`src/rtl/core/sed_pkg.sv`:
```
// Shared types and opcode constants for the script envelope detector.
// No dependencies; used by every module in rtl/core.
package sed_pkg;

    // Script opcodes the parser reacts to
    localparam logic [7:0] OP_ZERO      = 8'h00;
    localparam logic [7:0] OP_IF        = 8'h63;
    localparam logic [7:0] OP_IF_NOT    = 8'h64;
    localparam logic [7:0] OP_IF_END    = 8'h68;
    localparam logic [7:0] OP_PUSH_MAX  = 8'h4b;
    localparam logic [7:0] OP_LEN1      = 8'h4c;
    localparam logic [7:0] OP_LEN2      = 8'h4d;
    localparam logic [7:0] OP_LEN4      = 8'h4e;

    localparam int SKIP_WIDTH = 32;
    localparam int LEN_WIDTH  = 24;

    // Length bytes 00 63 seen after an outside PUSHDATA4
    localparam logic [LEN_WIDTH-1:0] LEN_ZERO_IF = 24'h006300;

    // One registered input byte
    typedef struct packed {
        logic [7:0] script_byte;
        logic       last_byte;
    } t_item;

    // Result handed from parser to the output buffer
    typedef struct packed {
        logic push;
        logic found;
    } t_result;

endpackage

```
`src/rtl/core/sed_in_reg.sv`:
```
// Input register stage for the script envelope detector.
// Depends on sed_pkg (t_item).
module sed_in_reg (
    input  logic           i_clk,
    input  logic           i_rst_n,
    input  logic           i_valid,
    output logic           o_ready,
    input  sed_pkg::t_item i_item,
    output logic           o_valid,
    output sed_pkg::t_item o_item,
    input  logic           i_take
);

    logic           r_valid;
    sed_pkg::t_item r_item;

    // Holds one byte; refilled in the same cycle it is consumed
    assign o_ready = !r_valid || i_take;
    assign o_valid = r_valid;
    assign o_item  = r_item;

    always_ff @(posedge i_clk) begin
        if (!i_rst_n) begin
            r_valid <= 1'b0;
        end else if (o_ready) begin
            r_valid <= i_valid;
        end
        if (o_ready && i_valid) begin
            r_item <= i_item;
        end
    end

endmodule

```
`src/rtl/core/sed_parser.sv`:
```
// Byte parser: opcode decode, push skipping, nesting depth and found flag.
// Depends on sed_pkg (opcodes, t_item, t_result).
module sed_parser #(
    parameter int DEPTH_WIDTH = 16
) (
    input  logic             i_clk,
    input  logic             i_rst_n,
    input  logic             i_valid,
    input  sed_pkg::t_item   i_item,
    input  logic             i_out_space,
    output logic             o_take,
    output sed_pkg::t_result o_result
);

    typedef enum logic [2:0] {
        MODE_OUT_OP   = 3'd0,
        MODE_OUT_ZERO = 3'd1,
        MODE_OUT_LEN  = 3'd2,
        MODE_IN_OP    = 3'd3,
        MODE_IN_LEN   = 3'd4
    } t_mode;

    t_mode                           r_mode, n_mode;
    logic [sed_pkg::SKIP_WIDTH-1:0]  r_skip, n_skip;
    logic [sed_pkg::LEN_WIDTH-1:0]   r_len, n_len;
    logic [1:0]                      r_cnt, n_cnt;
    logic [DEPTH_WIDTH-1:0]          r_depth, n_depth;
    logic                            r_found, n_found;

    logic [7:0]                      b;
    logic                            last;
    logic [sed_pkg::SKIP_WIDTH-1:0]  b_ext;
    logic [sed_pkg::SKIP_WIDTH-1:0]  len_asm;
    logic [DEPTH_WIDTH-1:0]          depth_dec;

    assign b     = i_item.script_byte;
    assign last  = i_item.last_byte;
    assign b_ext = {{(sed_pkg::SKIP_WIDTH-8){1'b0}}, b};

    // A last byte must find room in the output buffer; others always move on
    assign o_take = i_valid && (!last || i_out_space);

    always_comb begin
        case (r_cnt)
            2'd0:    len_asm = {8'h00, r_len} | {24'h0, b};
            2'd1:    len_asm = {8'h00, r_len} | {16'h0, b, 8'h00};
            2'd2:    len_asm = {8'h00, r_len} | {8'h00, b, 16'h0};
            default: len_asm = {8'h00, r_len} | {b, 24'h0};
        endcase
    end

    assign depth_dec = (r_depth != '0) ? r_depth - DEPTH_WIDTH'(1) : '0;

    always_comb begin
        n_mode  = r_mode;
        n_skip  = r_skip;
        n_len   = r_len;
        n_cnt   = r_cnt;
        n_depth = r_depth;
        n_found = r_found;

        if (!r_found) begin
            case (r_mode)
                MODE_OUT_ZERO, MODE_OUT_OP: begin
                    if (r_mode == MODE_OUT_ZERO && b == sed_pkg::OP_IF) begin
                        n_mode  = MODE_IN_OP;
                        n_depth = DEPTH_WIDTH'(1);
                    end else if (r_mode == MODE_OUT_OP && r_skip != '0) begin
                        n_skip = r_skip - 32'd1;
                    end else if (r_mode == MODE_OUT_ZERO || !last) begin
                        // outside opcode
                        n_mode = MODE_OUT_OP;
                        if (b == sed_pkg::OP_ZERO) begin
                            n_mode = MODE_OUT_ZERO;
                        end else if (b <= sed_pkg::OP_PUSH_MAX) begin
                            n_skip = b_ext;
                        end else if (b == sed_pkg::OP_LEN1 ||
                                     b == sed_pkg::OP_LEN2 ||
                                     b == sed_pkg::OP_LEN4) begin
                            n_mode = MODE_OUT_LEN;
                            n_len  = '0;
                            n_cnt  = 2'd0;
                            if (b == sed_pkg::OP_LEN1) begin
                                n_skip = 32'd1;
                            end else if (b == sed_pkg::OP_LEN2) begin
                                n_skip = 32'd2;
                            end else begin
                                n_skip = 32'd4;
                            end
                        end
                    end
                end
                MODE_IN_OP: begin
                    if (r_skip != '0) begin
                        n_skip = r_skip - 32'd1;
                    end else if (b == sed_pkg::OP_IF || b == sed_pkg::OP_IF_NOT) begin
                        if (r_depth != '1) begin
                            n_depth = r_depth + DEPTH_WIDTH'(1);
                        end
                    end else if (b == sed_pkg::OP_IF_END) begin
                        n_depth = depth_dec;
                        if (depth_dec == '0) begin
                            n_found = 1'b1;
                        end
                    end else if (b != sed_pkg::OP_ZERO && b <= sed_pkg::OP_PUSH_MAX) begin
                        n_skip = b_ext;
                    end else if (b == sed_pkg::OP_LEN1 ||
                                 b == sed_pkg::OP_LEN2 ||
                                 b == sed_pkg::OP_LEN4) begin
                        n_mode = MODE_IN_LEN;
                        n_len  = '0;
                        n_cnt  = 2'd0;
                        if (b == sed_pkg::OP_LEN1) begin
                            n_skip = 32'd1;
                        end else if (b == sed_pkg::OP_LEN2) begin
                            n_skip = 32'd2;
                        end else begin
                            n_skip = 32'd4;
                        end
                    end
                end
                MODE_OUT_LEN, MODE_IN_LEN: begin
                    if (r_skip <= 32'd1) begin
                        // length complete: skip the push body
                        n_skip = len_asm;
                        n_len  = '0;
                        n_cnt  = 2'd0;
                        n_mode = (r_mode == MODE_IN_LEN) ? MODE_IN_OP : MODE_OUT_OP;
                    end else begin
                        // element cut short after PUSHDATA4 00 63 68
                        if (r_mode == MODE_OUT_LEN && last && r_skip == 32'd2 &&
                            r_cnt == 2'd2 && r_len == sed_pkg::LEN_ZERO_IF &&
                            b == sed_pkg::OP_IF_END) begin
                            n_found = 1'b1;
                        end
                        n_len  = len_asm[sed_pkg::LEN_WIDTH-1:0];
                        n_cnt  = r_cnt + 2'd1;
                        n_skip = r_skip - 32'd1;
                    end
                end
                default: begin
                    // unused codes behave as outside, expecting opcode
                    n_mode = MODE_OUT_OP;
                    if (r_skip != '0) begin
                        n_skip = r_skip - 32'd1;
                    end
                end
            endcase
        end
    end

    assign o_result.push  = o_take && last;
    assign o_result.found = n_found;

    always_ff @(posedge i_clk) begin
        if (!i_rst_n || (o_take && last)) begin
            r_mode  <= MODE_OUT_OP;
            r_skip  <= '0;
            r_len   <= '0;
            r_cnt   <= 2'd0;
            r_depth <= '0;
            r_found <= 1'b0;
        end else if (o_take) begin
            r_mode  <= n_mode;
            r_skip  <= n_skip;
            r_len   <= n_len;
            r_cnt   <= n_cnt;
            r_depth <= n_depth;
            r_found <= n_found;
        end
    end

endmodule

```
`src/rtl/core/sed_out_buf.sv`:
```
// Two-entry result buffer decoupling the parser from the output stream.
// Depends on sed_pkg (t_result).
module sed_out_buf (
    input  logic             i_clk,
    input  logic             i_rst_n,
    input  sed_pkg::t_result i_result,
    output logic             o_space,
    output logic             o_valid,
    input  logic             i_ready,
    output logic [7:0]       o_data
);

    logic [1:0] r_cnt;
    logic       r_d0;
    logic       r_d1;
    logic       pop;

    // Space is taken from the registered count only
    assign o_space = (r_cnt != 2'd2);
    assign o_valid = (r_cnt != 2'd0);
    assign o_data  = {7'b0, r_d0};
    assign pop     = o_valid && i_ready;

    always_ff @(posedge i_clk) begin
        if (!i_rst_n) begin
            r_cnt <= 2'd0;
        end else if (i_result.push && !pop) begin
            r_cnt <= r_cnt + 2'd1;
        end else if (pop && !i_result.push) begin
            r_cnt <= r_cnt - 2'd1;
        end

        if (i_result.push && !pop) begin
            if (r_cnt == 2'd0) begin
                r_d0 <= i_result.found;
            end else begin
                r_d1 <= i_result.found;
            end
        end else if (pop && !i_result.push) begin
            r_d0 <= r_d1;
        end else if (pop && i_result.push) begin
            if (r_cnt == 2'd1) begin
                r_d0 <= i_result.found;
            end else begin
                r_d0 <= r_d1;
                r_d1 <= i_result.found;
            end
        end
    end

endmodule

```
`src/rtl/core/script_envelope_detector.sv`:
```
// Script envelope detector: one script byte per transfer, one result per element.
// An element's last byte is held in the input register, and its result then waits in the result buffer.
// Throughput: 1 byte per cycle unless a last byte waits for buffer room; parser state sits after the input register.
// A 2-entry result buffer lets bytes keep flowing while a result waits downstream.
// Reset (i_rst_n low, synchronous) clears parser state and empties both buffers.
module script_envelope_detector #(
    parameter int DEPTH_WIDTH = 16
) (
    input  logic       i_clk,
    input  logic       i_rst_n,
    // input byte stream
    input  logic       i_s_axis_tvalid,
    output logic       o_s_axis_tready,
    input  logic [7:0] i_s_axis_tdata,   // [7:0] script_byte
    input  logic       i_s_axis_tlast,   // last_byte of the element
    // result stream, one transfer per element
    output logic       o_m_axis_tvalid,
    input  logic       i_m_axis_tready,
    output logic [7:0] o_m_axis_tdata    // [0] envelope_found, [7:1] zero
);

    sed_pkg::t_item   in_item;
    sed_pkg::t_item   reg_item;
    sed_pkg::t_result result;
    logic             reg_valid;
    logic             take;
    logic             out_space;

    assign in_item.script_byte = i_s_axis_tdata;
    assign in_item.last_byte   = i_s_axis_tlast;

    // Input register: one byte held for the parser
    sed_in_reg u_in_reg (
        .i_clk   (i_clk),
        .i_rst_n (i_rst_n),
        .i_valid (i_s_axis_tvalid),
        .o_ready (o_s_axis_tready),
        .i_item  (in_item),
        .o_valid (reg_valid),
        .o_item  (reg_item),
        .i_take  (take)
    );

    // Parser: mode, skip count, length assembly, nesting depth
    sed_parser #(
        .DEPTH_WIDTH (DEPTH_WIDTH)
    ) u_parser (
        .i_clk       (i_clk),
        .i_rst_n     (i_rst_n),
        .i_valid     (reg_valid),
        .i_item      (reg_item),
        .i_out_space (out_space),
        .o_take      (take),
        .o_result    (result)
    );

    // Result buffer toward the master side
    sed_out_buf u_out_buf (
        .i_clk    (i_clk),
        .i_rst_n  (i_rst_n),
        .i_result (result),
        .o_space  (out_space),
        .o_valid  (o_m_axis_tvalid),
        .i_ready  (i_m_axis_tready),
        .o_data   (o_m_axis_tdata)
    );

endmodule

```
`config.mk`:
```
export PLATFORM = sky130hd
export DESIGN_NAME = script_envelope_detector
export DESIGN_NICKNAME = d
export VERILOG_FILES = /design/src/rtl/core/sed_pkg.sv /design/src/rtl/core/sed_in_reg.sv /design/src/rtl/core/sed_parser.sv /design/src/rtl/core/sed_out_buf.sv /design/src/rtl/core/script_envelope_detector.sv
export SDC_FILE = /design/constraint.sdc
export NUM_CORES = 1
export LEC_CHECK = 0
export ABC_AREA = 0
export ABC_CLOCK_PERIOD_IN_PS = 5500
export BUFFER_PORTS_ARGS = -buffer_cell sky130_fd_sc_hd__buf_2
export CAP_MARGIN = 20
export CORE_MARGIN = 3
export CORE_UTILIZATION = 40
export CTS_CLUSTER_SIZE = 10
export DETAILED_ROUTE_END_ITERATION = 16
export PLACE_DENSITY = 0.68
export SETUP_SLACK_MARGIN = 0.02
export SLEW_MARGIN = 20
export SYNTH_ARGS = -nofsm -noshare
export SYNTH_HDL_FRONTEND = slang
export SYNTH_SLANG_ARGS = --single-unit
```
`constraint.sdc`:
```
create_clock -name i_clk -period 5.5 [get_ports i_clk]
set_input_delay 0.275 -clock i_clk [delete_from_list [all_inputs] [get_ports i_clk]]
set_output_delay 0.275 -clock i_clk [all_outputs]
set_load 0.005 [all_outputs]
```
==> results.yml, run 1 <==
logic_synthesis:
  yosysUniqueCellTypes: 92
  synth_ff_type: "dfxtp_1"
  synth_seq_area_share_pct: 30.63
  netlist_area_um2: 6372
  synth_area_per_cell_um2: 7.867
  ys_ff_latch: 92
  syn_inst: 810
  synth-async-reset-ratio_pct: 0
  synth-edff-count: 11
  ys.warnings.count: 0
sta:
  maxSlewViolCount: 0
  hold_violations: 0
  setup_ws_ns: 1.935
  setup_viol: 0
  tns_ns: 0
  fin_crit_ns: 3.565
  rsz0062_at_grt: "false"
  final.setup_skew_ns: 0.01329
  tightestPinTransition_ns: 0.9624
  slew_headroom_pct: 35.41
  period_share_pct: 64.82
  max_freq_mhz: 280.5
power_and_ir_drop:
  leakage_nw: 2.364
  finalPower_mw: 3.844
  power.density_nw_per_um2: 569.7
  vdd_ir_drop_max_uv: 339.5
finish:
  drive_above_1_share_pct: 9.137
  insertedDiodeCount: 0
  fin_nets: 810
  fillers: 1561
  syn_to_final_growth_pct: 5.890
  utilization_pct: 43.90
worst_setup_path:
  required_ns: 5.75
  critPathBufInv: 1
  r2r_slack_ns: 1.94
  reg2regPathDepth: 9
  crit_cells: 9
  slowest_stage: "o21ai_1"
  cp_slowest_stage_delay_ns: 0.79
  crit_end: "u_parser.r_skip[3]"
  crit_fanout: 13
  crit_start: "u_parser.r_skip[0]"
  critPathKind: "reg -> reg"
  crit_chain: "inv_1, ha_1, nor3b_2, and4_1, nand3_2, and3_1, o21ai_1, nor2b_1, a221o_1"
  path_delay_family: "simple AND/OR/NAND/NOR gates"
  startpoint_type: "flop"
  endpoint_kind: "flop"
  crit_arrival_ns: 3.81
  r2r_end: "u_parser.r_skip[3]"
  timing.rr.start: "u_parser.r_skip[0]"
global_route:
  grt_pass1_vias: 5726
  grt_pass1_wl_um: 31230
  grt-ovfl-total: 0
  grt_max_degree: 47
  grt_use_total_pct: 21.77
  antenna_found_initial: 0
floorplan:
  start_util_pct: 41.46
  die-height_um: 132.2
  std_cell_rows: 45
  die-area_um2: 17480
  die_w_um: 132.2
  ios: 23
  core_area_um2: 15370
routing:
  avgRoutedWirePerCell_um: 19.40
  vias: 6389
  vias_per_cell: 6.395
  drt_iter0_drc: 849
  ant_nets: 0
  finalWirelength_um: 19380
  drc: 0
  drt_pass1_iterations: 6
run:
  cap_violations: 0
worst_hold_path:
  worstHoldPathType: "in -> reg"
  min-delay-start: "i_s_axis_tdata[0]"
place:
  finalWeightedCongestion: 0.9468
  dp_slack_ns: 2.054
  dpl.hpwl_um: 13440
  port_buffers: 15
cts:
  cts_tree: "done"
  post_cts_buffers: 0
  cts.sinks: 92
  cts_buffer_depth: 2
  postCtsHoldBufs: 0
  cts-resized-gates: 0
  numCtsBuffers: 9
  cts_max_level: 3
  cts.reportedPaths.clkPinSlew_ns: 0.07
  clk_root_buffer_cell: "clkbuf_16"
  clock_latency_ns: 0.36
outcome:
  status: "completed"
==> worst min path at each step <==
stage                          to  slack [ns]  cells after the start
4_1_cts        u_in_reg.o_item[0]        0.09                      1
2_1_floorplan  u_in_reg.o_item[0]        0.37                      0
5_1_grt        u_in_reg.o_item[0]        0.09                      1
3_5_place_dp   u_in_reg.o_item[1]        0.45                      1
6_report       u_in_reg.o_item[1]         0.1                      1
3_3_place_gp   u_in_reg.o_item[5]        0.45                      1
==> per-layer routing <==
metal | up-vias | track usage, % | routed length, um
met5 | - | 0 | 0
met4 | 0 | 7.737 | 444
met3 | 38 | 4.924 | 1943
met2 | 347 | 30.73 | 8113
met1 | 2990 | 32.33 | 8875
li1 | 3014 | - | -
==> worst reg2reg max path: stages (launching register included) <==
cell     delay [ns]
dfxtp_1        0.36
inv_1          0.13
ha_1           0.23
nor3b_2        0.47
and4_1         0.39
nand3_2        0.19
and3_1         0.32
o21ai_1        0.79
nor2b_1        0.19
a221o_1        0.39
==> cells in the final DEF (no fill, tap or decap), types with 7 or more instances in the layout <==
cell type  synthesis  final
and2_1             9      9
inv_1             21     21
a21o_1             8      8
edfxtp_1          11     11
nor2_1            71     71
nand4_1           11     11
o211ai_1           7      7
and3_1            18     18
ha_1              14     14
nand3_1           21     21
conb_1             1      7
or3_1             16     16
dfxtp_1           81     81
o21a_1            15     15
nor3_1            39     39
a21oi_1           62     62
or4_1              7      7
clkbuf_16          0      9
a22oi_1           12     12
o22ai_1           16     16
or2_2              9      9
a31oi_1           18     18
nand2_1           60     60
buf_2             15     15
nor4_1            19     19
a211oi_1          17     17
o2bb2ai_1          7      7
o21ai_0           37     37
==> cells in the mapped netlist, types with 14 or more instances <==
master | number | share of area [%]
buf_2 | 15 | 1.2
a31oi_1 | 18 | 1.8
o21ai_0 | 37 | 2.9
nor4_1 | 19 | 1.9
dfxtp_1 | 81 | 25
and3_1 | 18 | 1.8
nand3_1 | 21 | 1.6
ha_1 | 14 | 2.7
a21oi_1 | 62 | 4.9
a211oi_1 | 17 | 2.0
o21a_1 | 15 | 1.8
nor3_1 | 39 | 3.1
or3_1 | 16 | 1.6
nor2_1 | 71 | 4.2
inv_1 | 21 | 1.2
clkbuf_1 | 38 | 2.2
o22ai_1 | 16 | 1.6
nand2_1 | 60 | 3.5
==> logic make-up after synthesis <==
kind of cell | count (synthesis) | share of synthesized area, %
other | 1 | 0.05885
AO/OA/AOI/OAI | 265 | 28.37
XOR/XNOR | 10 | 1.374
buffers and inverters | 86 | 6.067
flip-flops | 92 | 30.63
AND/OR/NAND/NOR | 334 | 29.43
multiplexers | 8 | 1.316
adder cells (fa/ha/maj) | 14 | 2.749
==> cell type report <==
| type | instances | area (um2) | share of cell area, % |
|---|---|---|---|
| Sequential cell | 92 | 1952 | 28.93 |
| Clock inverter | 6 | 40.04 | 0.5934 |
| Timing Repair Buffer | 21 | 120.1 | 1.780 |
| Inverter | 21 | 78.83 | 1.168 |
| Multi-Input combinational cell | 638 | 4064 | 60.23 |
| Clock buffer | 10 | 229.0 | 3.393 |
| Tap cell | 211 | 264.0 | 3.912 |
==> state kept, by name, summed over array words and instances (netlist names) <==
name and count:
u_parser.r_skip 32, u_parser.r_len 24, u_parser.r_depth 16, u_in_reg.o_item 9, u_parser.r_mode 3, u_out_buf.r_cnt 2
u_parser.r_cnt 2, u_in_reg.o_valid 1, u_out_buf.r_d0 1, u_out_buf.r_d1 1, u_parser.r_found 1
==> power breakdown <==
part | leakage [nW] | switching (mW) | total (mW) | internal, mW
logic | 1.48 | 1.42 | 2.29 | 0.864
clock network | 0.124 | 0.284 | 0.591 | 0.306
registers | 0.762 | 0.174 | 0.967 | 0.793
total | 2.36 | 1.88 | 3.84 | 1.96
==> stage by stage <==
stage,cell area (um2),cells,hold slack (ns)
2_1_floorplan,6395,816,0.3739
3_3_place_gp,6471,983,0.4511
3_5_place_dp,6471,983,0.4531
4_1_cts,6740,999,0.08701
5_1_grt,6748,999,0.09116
6_report,6748,999,0.09503
No activity file was read; power rests on OpenSTA's default activity.
==> run 2, diff against run 1 <==
- ABC_AREA: 0 -> 1
- ABC_CLOCK_PERIOD_IN_PS: 5500 -> 3050
- PLACE_DENSITY: 0.68 -> 0.69
- clock period: 5.5 -> 3.05 ns (I/O delays scaled with it)
==> run 2 against run 1 <==
  * Critical path depth up 5
  * Register-to-register slack worse by 1.8 ns
  * Sequential share of layout area down 4.9 points
  * Count of clock-buffer cells in the layout unchanged
  * Combinational power down 55%
  * Power down 7.5%
  * Synthesized area up 18%
  * Maximum frequency up 24%
  * Global-route usage up 1.3 points
  * Hold slack worse by 0.068 ns
  * Via count up 22%
  * Largest power group is now sequential cells
  * Highest routed layer unchanged
==> results.yml, run 2 <==
outcome:
  status: "completed"
place:
  port_buffers: 15
  dp_slack_ns: 0.3029
  dpl.hpwl_um: 17250
  finalWeightedCongestion: 1.029
routing:
  vias_per_cell: 5.360
  drt_pass1_iterations: 5
  drt_iter0_drc: 798
  avgRoutedWirePerCell_um: 15.80
  vias: 7826
  drc: 0
  ant_nets: 0
  finalWirelength_um: 23060
cts:
  cts-resized-gates: 0
  post_cts_buffers: 0
  clk_root_buffer_cell: "clkbuf_16"
  numCtsBuffers: 9
  cts_buffer_depth: 2
  cts_max_level: 3
  clock_latency_ns: 0.37
  cts.sinks: 92
  postCtsHoldBufs: 6
  cts.reportedPaths.clkPinSlew_ns: 0.08
  cts_tree: "done"
finish:
  layout_common_cells: "236 x nand2_1, 214 x nor2_1, 145 x inv_1"
  fillers: 1898
  fin_nets: 1253
  largest_register: "u_parser.r_skip"
  syn_to_final_growth_pct: 8.514
  multi_input_area_um2: 4667
  drive_above_1_share_pct: 9.748
  insertedDiodeCount: 0
  layout_commonest_cell: "nand2_1"
  largest_reg_flops: 32
  reg_top3: "u_parser.r_skip (32), u_parser.r_len (24), u_parser.r_depth (16)"
  regArea_um2: 1952
global_route:
  antenna_found_initial: 0
  grt_util_met2_pct: 35.19
  grt-ovfl-total: 0
  met3_usage_pct: 4.588
  grt_use_total_pct: 23.06
  grt_pass1_vias: 7176
  grt_max_degree: 56
  grt_pass1_wl_um: 37640
  grt_util_met1_pct: 32.03
  busiest_layer: "met2"
worst_setup_path:
  required_ns: 3.32
  cp_slowest_stage_delay_ns: 0.49
  timing.critical_path.mode_cell: "nand2_4"
  crit_arrival_ns: 3.16
  endpoint_kind: "flop"
  slowest_stage: "nand3_2"
  path_delay_family: "simple AND/OR/NAND/NOR gates"
  startpoint_type: "flop"
  critPathBufInv: 3
  crit_fanout: 23
  critPathKind: "reg -> reg"
  reg2regPathDepth: 14
  crit_cells: 14
  crit_chain: "inv_1, ha_1, nand2_4, nor2_4, nand2_4, inv_2, nand2_2, nand2_4, nand2_1, nand3_2, a21oi_1, nand3_1, nand2_1, inv_1"
sta:
  period_share_pct: 94.62
  setup_viol: 0
  tns_ns: 0
  maxSlewViolCount: 0
  setup_ws_ns: 0.1642
  slew_headroom_pct: 42.36
  hold_violations: 0
  rsz0062_at_grt: "false"
  max_freq_mhz: 346.5
  fin_crit_ns: 2.886
  tightestPinTransition_ns: 0.8646
  final.setup_skew_ns: 0.01454
  whs_ns: 0.02683
power_and_ir_drop:
  pwr-share-clk_pct: 33.1
  finalPower_mw: 3.558
  power_switching_mw: 1.316
  switching_share_pct: 36.98
  vdd_ir_drop_max_uv: 283.4
  combPwrFrac_pct: 28.6
  leakage_nw: 3.498
  power.density_nw_per_um2: 437.5
  seqPwrFrac_pct: 38.3
  intPower_mw: 2.242
logic_synthesis:
  syn_inst: 1217
  netlist_area_um2: 7495
  synth_area_leaders: "dfxtp_1 22%, nand2_1 12%, nor2_1 11%"
  synth_seq_area_share_pct: 26.04
  yosysTopAreaCell: "dfxtp_1"
  ys_ff_latch: 92
  synth_area_per_cell_um2: 6.158
  synth-edff-count: 11
  yosysUniqueCellTypes: 49
  synth-async-reset-ratio_pct: 0
  synth_ff_type: "dfxtp_1"
  synth_common_cells: "236 x nand2_1, 214 x nor2_1, 145 x inv_1"
  synth.most_common_cell: "nand2_1"
  ys.warnings.count: 0
  yosys.area.top_type_share_pct: 21.64
floorplan:
  core_area_um2: 18210
  die-area_um2: 20410
  die_w_um: 142.9
  ios: 23
  die-height_um: 142.9
  start_util_pct: 41.16
  std_cell_rows: 49
worst_hold_path:
  holdPathStages: 1
  worstHoldPathType: "in -> reg"
run:
  cap_violations: 0
==> run 2: changes by cell type after synthesis, moves of 16 or more <==
cell,delta
nand2_1,+176
nor3_1,-21
and3_1,-18
nor4_1,-16
o21ai_0,+75
or3_1,-16
nor2_1,+143
inv_1,+124
nand3_1,+49
clkbuf_1,-19
a21oi_1,+19
xor2_1,+28
==> run 2: layout make-up <==
type,instances,share of cell area (%)
inverter,159,7.415
multi-input combinational,920,57.38
clock buffer,10,3.077
timing repair buffer,44,4.000
tap,229,3.523
clock inverter,6,0.6000
sequential,92,24.00
==> run 2: per-stage QoR <==
stage / instance area (um2) / util [%] / cells
2_1_floorplan: 7517 / - / 1223
3_3_place_gp: 7754 / 42.58 / 1436
3_5_place_dp: 7754 / 42.58 / 1436
4_1_cts: 8113 / 44.55 / 1458
5_1_grt: 8133 / 44.66 / 1460
6_report: 8133 / 44.66 / 1460
==> run 2: final timing paths <==
check                      start             endpoint  slack [ns]
min reg2reg  u_parser.r_skip[30]  u_parser.r_skip[30]        0.48
max           u_parser.r_skip[0]  u_parser.r_skip[24]        0.16
min            i_s_axis_tdata[3]   u_in_reg.o_item[4]        0.03
max reg2reg   u_parser.r_skip[0]  u_parser.r_skip[24]        0.16
==> run 2: cell families after synthesis <==
logic type | after synthesis | synth area share (%)
DFF | 92 | 26.04
xor gates and xnor gates | 37 | 4.324
adders and majority gates | 14 | 2.337
and+or+nand+nor | 607 | 36.11
other | 1 | 0.05004
buffers and inverters | 211 | 11.99
AOI/OAI and AO/OA | 255 | 19.15
==> run 2: power groups by stage <==
stage	clock network [mW]	registers [mW]	logic, mW
final	1.18	1.36	1.02
after detailed placement	0	1.39	0.990
after CTS	1.19	1.36	1.00
after floorplan	0	1.37	0.777
after global routing	1.24	1.37	1.14
after global placement	0	1.39	0.987
==> run 2: worst register-to-register path, cell delays in order (launching register included) <==
cell	delay (ns)
dfxtp_1	0.39
inv_1	0.11
ha_1	0.27
nand2_4	0.12
nor2_4	0.06
nand2_4	0.12
inv_2	0.08
nand2_2	0.13
nand2_4	0.16
nand2_1	0.14
nand3_2	0.49
a21oi_1	0.46
nand3_1	0.14
nand2_1	0.08
inv_1	0.04
==> run 2: routing by layer <==
| metal | vias to the layer above | share of wire, % |
|---|---|---|
| li1 | 3946 | - |
| met1 | 3521 | 45 |
| met2 | 307 | 44 |
| met3 | 52 | 7.5 |
| met4 | 0 | 3.7 |
| met5 | - | 0 |
